## src/rtl/core/fqpp_pkg.sv

```systemverilog
`default_nettype none
package fqpp_pkg;

	localparam logic [7:0] CHR_PCT = 8'h25;
	localparam logic [7:0] CHR_AMP = 8'h26;
	localparam logic [7:0] CHR_EQ  = 8'h3D;
	localparam logic [7:0] CHR_NINE = 8'h39;
	localparam logic [7:0] CHR_ZERO = 8'h30;
	localparam logic [7:0] CHR_LOW_A = 8'h61;
	localparam logic [7:0] CHR_LOW_Z = 8'h7A;
	localparam logic [7:0] CASE_GAP = 8'h20;
	localparam logic [7:0] ALPHA_OFS = 8'h37;
	localparam logic [7:0] SIGN_BIT_VAL = 8'h80;

	typedef enum logic [1:0] {
		KIND_DATA      = 2'd0,
		KIND_NAME_END  = 2'd1,
		KIND_PAIR_END  = 2'd2,
		KIND_INPUT_END = 2'd3
	} kind_t;

	typedef enum logic [1:0] {
		ESC_NONE  = 2'd0,
		ESC_PCT   = 2'd1,
		ESC_DIGIT = 2'd2,
		ESC_SPARE = 2'd3
	} esc_t;

	typedef struct packed {
		logic [1:0] lit_cnt;
		logic [7:0] held;
		logic [7:0] fin_byte;
		kind_t      fin_kind;
		logic       in_value;
	} cmd_t;

	typedef struct packed {
		logic full;
		logic empty;
	} qstat_t;

	function automatic logic [7:0] digit_value(input logic [7:0] b);
		logic [7:0] u;
		u = b;
		if (b < SIGN_BIT_VAL && b > CHR_NINE) begin
			if (b >= CHR_LOW_A && b <= CHR_LOW_Z) begin
				u = b - CASE_GAP;
			end
			return u - ALPHA_OFS;
		end
		return b - CHR_ZERO;
	endfunction

endpackage
`default_nettype wire

```

## src/rtl/core/form_query_pair_parser_unit.sv

```systemverilog
// out_valid for an item's first result rises after its command passes the queue into the
// output register. Items are taken one per cycle while the queue is not full; the output
// stage emits one result per cycle if out_ready; broken escapes give two or three results.
// A command queue of QUEUE_DEPTH entries lets the input side run on while output stalls.
// Reset: asynchronous, clears parse state, empties the queue and drops out_valid.
`default_nettype none
module form_query_pair_parser_unit #(
	parameter int QUEUE_DEPTH = 4
) (
	input  wire logic       clk,
	input  wire logic       arst_n,
	input  wire logic       in_valid,
	output logic            in_ready,
	input  wire logic [7:0] data_byte,
	input  wire logic       is_end,
	output logic            out_valid,
	input  wire logic       out_ready,
	output logic [7:0]      out_byte,
	output logic [1:0]      kind,
	output logic            in_value,
	output logic            last_of_run
);

	fqpp_pkg::cmd_t   cmd;
	fqpp_pkg::cmd_t   head;
	fqpp_pkg::qstat_t stat;
	logic             push;
	logic             pop;
	logic             accept;

	assign in_ready = !stat.full;
	assign accept   = in_valid && in_ready;

	fqpp_front u_front (
		.clk       (clk),
		.arst_n    (arst_n),
		.accept    (accept),
		.data_byte (data_byte),
		.is_end    (is_end),
		.push      (push),
		.cmd       (cmd)
	);

	fqpp_queue #(
		.DEPTH (QUEUE_DEPTH)
	) u_queue (
		.clk    (clk),
		.arst_n (arst_n),
		.push   (push),
		.wr_cmd (cmd),
		.pop    (pop),
		.head   (head),
		.stat   (stat)
	);

	fqpp_back u_back (
		.clk         (clk),
		.arst_n      (arst_n),
		.head        (head),
		.stat        (stat),
		.pop         (pop),
		.out_ready   (out_ready),
		.out_valid   (out_valid),
		.out_byte    (out_byte),
		.kind        (kind),
		.in_value    (in_value),
		.last_of_run (last_of_run)
	);

endmodule
`default_nettype wire

```

## src/rtl/core/fqpp_front.sv

```systemverilog
`default_nettype none
module fqpp_front (
	input  wire logic          clk,
	input  wire logic          arst_n,
	input  wire logic          accept,
	input  wire logic [7:0]    data_byte,
	input  wire logic          is_end,
	output logic               push,
	output fqpp_pkg::cmd_t     cmd
);

	logic                value_mode_q;
	fqpp_pkg::esc_t      fill_q;
	logic [7:0]          held_q;

	logic                value_mode_d;
	fqpp_pkg::esc_t      fill_d;
	logic [7:0]          held_d;
	logic                has_cmd;
	logic                is_amp;
	logic                is_name_end;
	logic [7:0]          dec;

	assign is_amp      = data_byte == fqpp_pkg::CHR_AMP;
	assign is_name_end = data_byte == fqpp_pkg::CHR_EQ && !value_mode_q;
	assign dec = (fqpp_pkg::digit_value(held_q) << 4) | fqpp_pkg::digit_value(data_byte);

	always_comb begin
		value_mode_d  = value_mode_q;
		fill_d        = fill_q;
		held_d        = held_q;
		has_cmd       = 1'b0;
		cmd.lit_cnt   = 2'd0;
		cmd.held      = held_q;
		cmd.fin_byte  = 8'd0;
		cmd.fin_kind  = fqpp_pkg::KIND_DATA;
		cmd.in_value  = value_mode_q;
		if (is_end || is_amp || is_name_end) begin
			has_cmd     = 1'b1;
			cmd.lit_cnt = fill_q[1] ? 2'd2 : fill_q;
			if (is_end) begin
				cmd.fin_kind = fqpp_pkg::KIND_INPUT_END;
			end else if (is_amp) begin
				cmd.fin_kind = fqpp_pkg::KIND_PAIR_END;
			end else begin
				cmd.fin_kind = fqpp_pkg::KIND_NAME_END;
			end
			value_mode_d = !is_end && !is_amp;
			fill_d       = fqpp_pkg::ESC_NONE;
			held_d       = 8'd0;
		end else begin
			unique case (fill_q)
				fqpp_pkg::ESC_NONE: begin
					if (data_byte == fqpp_pkg::CHR_PCT) begin
						fill_d = fqpp_pkg::ESC_PCT;
					end else begin
						has_cmd      = 1'b1;
						cmd.fin_byte = data_byte;
					end
				end
				fqpp_pkg::ESC_PCT: begin
					held_d = data_byte;
					fill_d = fqpp_pkg::ESC_DIGIT;
				end
				default: begin
					has_cmd      = 1'b1;
					cmd.fin_byte = dec;
					fill_d       = fqpp_pkg::ESC_NONE;
					held_d       = 8'd0;
				end
			endcase
		end
	end

	assign push = accept && has_cmd;

	always_ff @(posedge clk or negedge arst_n) begin
		if (!arst_n) begin
			value_mode_q <= 1'b0;
			fill_q       <= fqpp_pkg::ESC_NONE;
			held_q       <= 8'd0;
		end else if (accept) begin
			value_mode_q <= value_mode_d;
			fill_q       <= fill_d;
			held_q       <= held_d;
		end
	end

endmodule
`default_nettype wire

```

## src/rtl/core/fqpp_queue.sv

```systemverilog
`default_nettype none
module fqpp_queue #(
	parameter int DEPTH = 4
) (
	input  wire logic           clk,
	input  wire logic           arst_n,
	input  wire logic           push,
	input  wire fqpp_pkg::cmd_t wr_cmd,
	input  wire logic           pop,
	output fqpp_pkg::cmd_t      head,
	output fqpp_pkg::qstat_t    stat
);

	localparam int PTR_W = (DEPTH > 1) ? $clog2(DEPTH) : 1;
	localparam int CNT_W = $clog2(DEPTH + 1);

	fqpp_pkg::cmd_t      mem_q [DEPTH];
	logic [PTR_W-1:0]    wptr_q;
	logic [PTR_W-1:0]    rptr_q;
	logic [CNT_W-1:0]    count_q;

	assign head       = mem_q[rptr_q];
	assign stat.full  = count_q == CNT_W'(DEPTH);
	assign stat.empty = count_q == '0;

	always_ff @(posedge clk) begin
		if (push) begin
			mem_q[wptr_q] <= wr_cmd;
		end
	end

	always_ff @(posedge clk or negedge arst_n) begin
		if (!arst_n) begin
			wptr_q  <= '0;
			rptr_q  <= '0;
			count_q <= '0;
		end else begin
			if (push) begin
				wptr_q <= (wptr_q == PTR_W'(DEPTH - 1)) ? '0 : wptr_q + 1'b1;
			end
			if (pop) begin
				rptr_q <= (rptr_q == PTR_W'(DEPTH - 1)) ? '0 : rptr_q + 1'b1;
			end
			if (push && !pop) begin
				count_q <= count_q + 1'b1;
			end else if (pop && !push) begin
				count_q <= count_q - 1'b1;
			end
		end
	end

endmodule
`default_nettype wire

```

## src/rtl/core/fqpp_back.sv

```systemverilog
`default_nettype none
module fqpp_back (
	input  wire logic             clk,
	input  wire logic             arst_n,
	input  wire fqpp_pkg::cmd_t   head,
	input  wire fqpp_pkg::qstat_t stat,
	output logic                  pop,
	input  wire logic             out_ready,
	output logic                  out_valid,
	output logic [7:0]            out_byte,
	output logic [1:0]            kind,
	output logic                  in_value,
	output logic                  last_of_run
);

	logic        out_valid_q;
	logic [7:0]  byte_q;
	logic [1:0]  kind_q;
	logic        in_value_q;
	logic        last_q;
	logic [1:0]  step_q;

	logic        load;
	logic        is_lit;
	logic [7:0]  sel_byte;
	logic [1:0]  sel_kind;

	assign load   = !out_valid_q || out_ready;
	assign is_lit = step_q < head.lit_cnt;
	assign pop    = load && !stat.empty && !is_lit;

	always_comb begin
		if (is_lit) begin
			sel_byte = (step_q == 2'd0) ? fqpp_pkg::CHR_PCT : head.held;
			sel_kind = fqpp_pkg::KIND_DATA;
		end else begin
			sel_byte = head.fin_byte;
			sel_kind = head.fin_kind;
		end
	end

	always_ff @(posedge clk) begin
		if (load && !stat.empty) begin
			byte_q     <= sel_byte;
			kind_q     <= sel_kind;
			in_value_q <= head.in_value;
			last_q     <= !is_lit;
		end
	end

	always_ff @(posedge clk or negedge arst_n) begin
		if (!arst_n) begin
			out_valid_q <= 1'b0;
			step_q      <= 2'd0;
		end else if (load) begin
			out_valid_q <= !stat.empty;
			if (!stat.empty) begin
				step_q <= is_lit ? step_q + 2'd1 : 2'd0;
			end
		end
	end

	assign out_valid   = out_valid_q;
	assign out_byte    = byte_q;
	assign kind        = kind_q;
	assign in_value    = in_value_q;
	assign last_of_run = last_q;

endmodule
`default_nettype wire

```

## config.mk

```make
export PLATFORM = sky130hd
export DESIGN_NAME = form_query_pair_parser_unit
export DESIGN_NICKNAME = d
export VERILOG_FILES = /design/src/rtl/core/fqpp_pkg.sv /design/src/rtl/core/form_query_pair_parser_unit.sv /design/src/rtl/core/fqpp_front.sv /design/src/rtl/core/fqpp_queue.sv /design/src/rtl/core/fqpp_back.sv
export SDC_FILE = /design/constraint.sdc
export NUM_CORES = 1
export LEC_CHECK = 0
export BUFFER_PORTS_ARGS = -buffer_cell sky130_fd_sc_hd__buf_2
export CAP_MARGIN = 25
export CORE_MARGIN = 1.5
export CORE_UTILIZATION = 40
export DETAILED_ROUTE_END_ITERATION = 7
export PLACE_DENSITY = 0.57
export SYNTH_ARGS = -nofsm -noshare
export SYNTH_HDL_FRONTEND = slang
export SYNTH_SLANG_ARGS = --single-unit
```

## constraint.sdc

```tcl
create_clock -name clk -period 4 [get_ports clk]
set_input_delay 0.6 -clock clk [delete_from_list [all_inputs] [get_ports clk]]
set_output_delay 0.6 -clock clk [all_outputs]
set_load 0.1 [all_outputs]
```

==> flow_metrics.env <==
export IMPL_worst_pin_slew_ns=0.840
export IMPL_grt_overflow=0
export IMPL_syn_nets=395
export IMPL_crit_chain="mux4_2 > inv_1 > ha_1 > a21oi_1 > inv_1 > nand2_1 > ha_1 > inv_1 > fa_1 > xor2_1 > nor2_1 > xor2_1"
export IMPL_status="finished, final reports clean"
export IMPL_synth_edf_count=96
export IMPL_hold_violations=0
export IMPL_synth_seq_cells=117
export IMPL_worstSetupPathType="flop to flop"
export IMPL_finalClockSkew_ns=0.0103
export IMPL_fin_setup_tns_ns=0
export IMPL_grt_usage=0.164
export IMPL_drt_first_pass_iters=4
export IMPL_dieArea_um2=14100
export IMPL_ys_types=47
export IMPL_n_antenna_cell=0
export IMPL_rsz0062_at_grt="no"
export IMPL_crit_slowest_cell="a21oi_1"
export IMPL_drt_iter0_markers=212
export IMPL_syn_inst=362
export IMPL_crit_top_cell="inv_1"
export IMPL_areaGrowthSynthToFinish_pct=18.4
export IMPL_route_detailed_drc=0
export IMPL_cts_buffers=17
export IMPL_portBuffers=26
export IMPL_timing_max_cap_violations=0
export IMPL_worstPathMaxFanout=11
export IMPL_die_y_um=119
export IMPL_async_reset_ff_frac=0.179
export IMPL_r2r_slack_ns=0.73
export IMPL_cts_tree="yes"
export IMPL_ant_nets=0
export IMPL_post_cts_setup_buffers=0
export IMPL_max_clock_freq_ghz=0.306
export IMPL_ctsHoldBuffers=0
export IMPL_finalMaxSlewViolations=0
export IMPL_antenna_found_initial=0
export IMPL_syn_area_um2=5340
export IMPL_fp_row_count=42
export IMPL_total_power_mw=5.02
export IMPL_io_pins=27
export IMPL_vias_per_cell=5.27
export IMPL_cts_root_buf="clkbuf_16"
export IMPL_required_ns=4.33
export IMPL_clock_sinks=117
export IMPL_ir_drop_v=0.000285
export IMPL_rr_endpoint="u_queue.count_q[2]"
export IMPL_fp_dieW_um=119
export IMPL_wire_per_inst_um=17.6
export IMPL_h_tree_depth=4
export IMPL_yosys_warnings=0
export IMPL_place_detailed_hpwl_um=6910
export IMPL_synth_main_ff_cell="edfxtp_1"
export IMPL_path_buf_inv=3
export IMPL_worst_r2r_path_depth=12
export IMPL_initial_core_util=0.407
export IMPL_power_leakage_nw=2.37
export IMPL_core_um2=13100
export IMPL_startpoint_type="flop"
export IMPL_final_setup_viol_count=0
export IMPL_drt_total_wl_um=10400
export IMPL_register_area_um2=3410
export IMPL_grt_max_degree=24
export IMPL_cp_slowest_stage_delay_ns=0.65
export IMPL_drive_above_1_share=0.234
export IMPL_relSlewSlack=0.440
export IMPL_fin_crit_sh=0.817
export IMPL_clk_pin_slew_worst_paths_ns=0.06
export IMPL_nets=435
export IMPL_grt_pass1_wl_um=17100
export IMPL_grt_pass1_vias=3197
export IMPL_place_gp_congestion=0.880
export IMPL_clk_latency_ns=0.41
export IMPL_cts_resized=0
export IMPL_multi_input_area_um2=1800
export IMPL_clock_path_buffers=2
export IMPL_cp_arrival_ns=3.60
export IMPL_syn_avg_cell_area_um2=14.8
export IMPL_power_density_nw_per_um2=794
export IMPL_period_needed_ns=3.27
export IMPL_r2r_start="u_queue.rptr_q[0]"
export IMPL_num_fill_cells=1176
export IMPL_vias=3117
export IMPL_yosysSeqAreaShare=0.638
export IMPL_min_path_type="primary input to async pin"
export IMPL_path_delay_family="adder cells"
export IMPL_end_kind="flop"
==> cells by family (layout without fill, tap and decap cells) <==
logic type | after synthesis | in the layout | synth area share
AO/OA/AOI/OAI | 61 | 61 | 0.0794
XOR/XNOR | 11 | 11 | 0.0180
adder cells (fa/ha/maj) | 20 | 20 | 0.0482
buffers and inverters | 34 | 87 | 0.0253
flip-flops | 117 | 117 | 0.638
multiplexers | 30 | 30 | 0.107
AND/OR/NAND/NOR | 89 | 89 | 0.0843
==> per-stage QoR <==
stage,hold WS [ns],utilization,instance area [µm²],instances,setup WS [ns]
floorplan,0.304,-,5340,362,0.992
global placement,0.481,0.434,5710,559,0.819
detailed placement,0.490,0.434,5710,559,0.694
CTS,0.172,0.481,6320,591,0.666
global route,0.197,0.481,6320,591,0.435
finish,0.162,0.481,6320,591,0.731
==> synth_stat cells (2+ instances only) <==
master	n	area (µm²)
a21o_1	6	45.0
a21oi_1	11	55.1
a21oi_2	2	17.5
a221oi_1	2	17.5
a22o_1	9	78.8
and2_1	6	37.5
and3_1	3	18.8
buf_2	5	25.0
clkbuf_1	7	26.3
dfrtp_1	21	526
edfxtp_1	96	2880
ha_1	19	238
inv_1	20	75.1
mux2_2	7	78.8
mux2i_1	2	20.0
mux4_2	21	473
nand2_1	17	63.8
nand3_1	15	75.1
nand4b_1	2	17.5
nor2_1	27	101
nor2b_1	6	37.5
nor3_1	3	15.0
nor3b_1	5	37.5
o2111ai_1	2	17.5
o211ai_1	2	15.0
o21ai_0	9	45.0
o21ai_1	3	15.0
o22ai_1	6	37.5
xnor2_1	8	70.1
xor2_1	3	26.3
==> cell type report <==
type | instances | area share
timing repair buffer | 35 | 0.0313
inverter | 20 | 0.0119
clock buffer | 23 | 0.0740
tap | 176 | 0.0348
sequential | 117 | 0.539
clock inverter | 9 | 0.0239
multi-input combinational | 211 | 0.285
==> worst register-to-register path, stage by stage (launching register included) <==
cell,delay (ns)
dfrtp_1,0.36
mux4_2,0.50
inv_1,0.07
ha_1,0.22
a21oi_1,0.65
inv_1,0.14
nand2_1,0.19
ha_1,0.21
inv_1,0.06
fa_1,0.37
xor2_1,0.17
nor2_1,0.12
xor2_1,0.14
==> power breakdown <==
group | switching [mW] | internal (mW) | leakage [nW]
clock network | 0.492 | 1.07 | 0.291
logic | 1.14 | 0.554 | 0.899
registers | 0.0870 | 1.67 | 1.18
total | 1.72 | 3.30 | 2.37
==> layer usage <==
layer	GRT usage	vias up	wire length, µm
met1	0.214	1572	4900
met2	0.263	70	5030
met4	0.0610	0	151
met3	0.0420	14	349
li1	-	1461	-
met5	0	-	0
==> cells in the final DEF, fill, tap and decap left out, types with 7 or more instances in the layout <==
cell and instances:
buf_4 9, inv_1 20, mux2_2 7, buf_2 26, a22o_1 9, nand3_1 15, nand2_1 17, xnor2_1 8
a21oi_1 10, nor2_1 27, edfxtp_1 96, dfrtp_1 21, mux4_2 21, ha_1 19, o21ai_0 9, clkbuf_16 17
==> state kept, by name, indices dropped and copies added, names as in the netlist <==
| register | cells |
|---|---|
| u_back.last_of_run | 1 |
| u_back.out_valid | 1 |
| u_front.fill_q | 2 |
| u_front.value_mode_q | 1 |
| u_back.out_byte | 8 |
| u_front.held_q | 8 |
| u_queue.wptr_q | 2 |
| u_back.kind | 2 |
| u_queue.rptr_q | 2 |
| u_back.in_value | 1 |
| u_queue.count_q | 3 |
| u_queue.mem_q | 84 |
| u_back.step_q | 2 |
==> worst max-delay path by stage <==
stage | cells past startpoint | start | to | slack [ns]
2_1_floorplan | 6 | u_back.out_valid | u_queue.count_q[1] | 0.99
3_3_place_gp | 12 | u_queue.rptr_q[0] | u_queue.count_q[2] | 0.82
3_5_place_dp | 12 | u_queue.rptr_q[0] | u_queue.count_q[2] | 0.69
4_1_cts | 12 | u_queue.rptr_q[0] | u_queue.count_q[2] | 0.67
5_1_grt | 12 | u_queue.rptr_q[0] | u_queue.count_q[2] | 0.43
6_report | 12 | u_queue.rptr_q[0] | u_queue.count_q[2] | 0.73
Power figures use the tool's default switching activity.
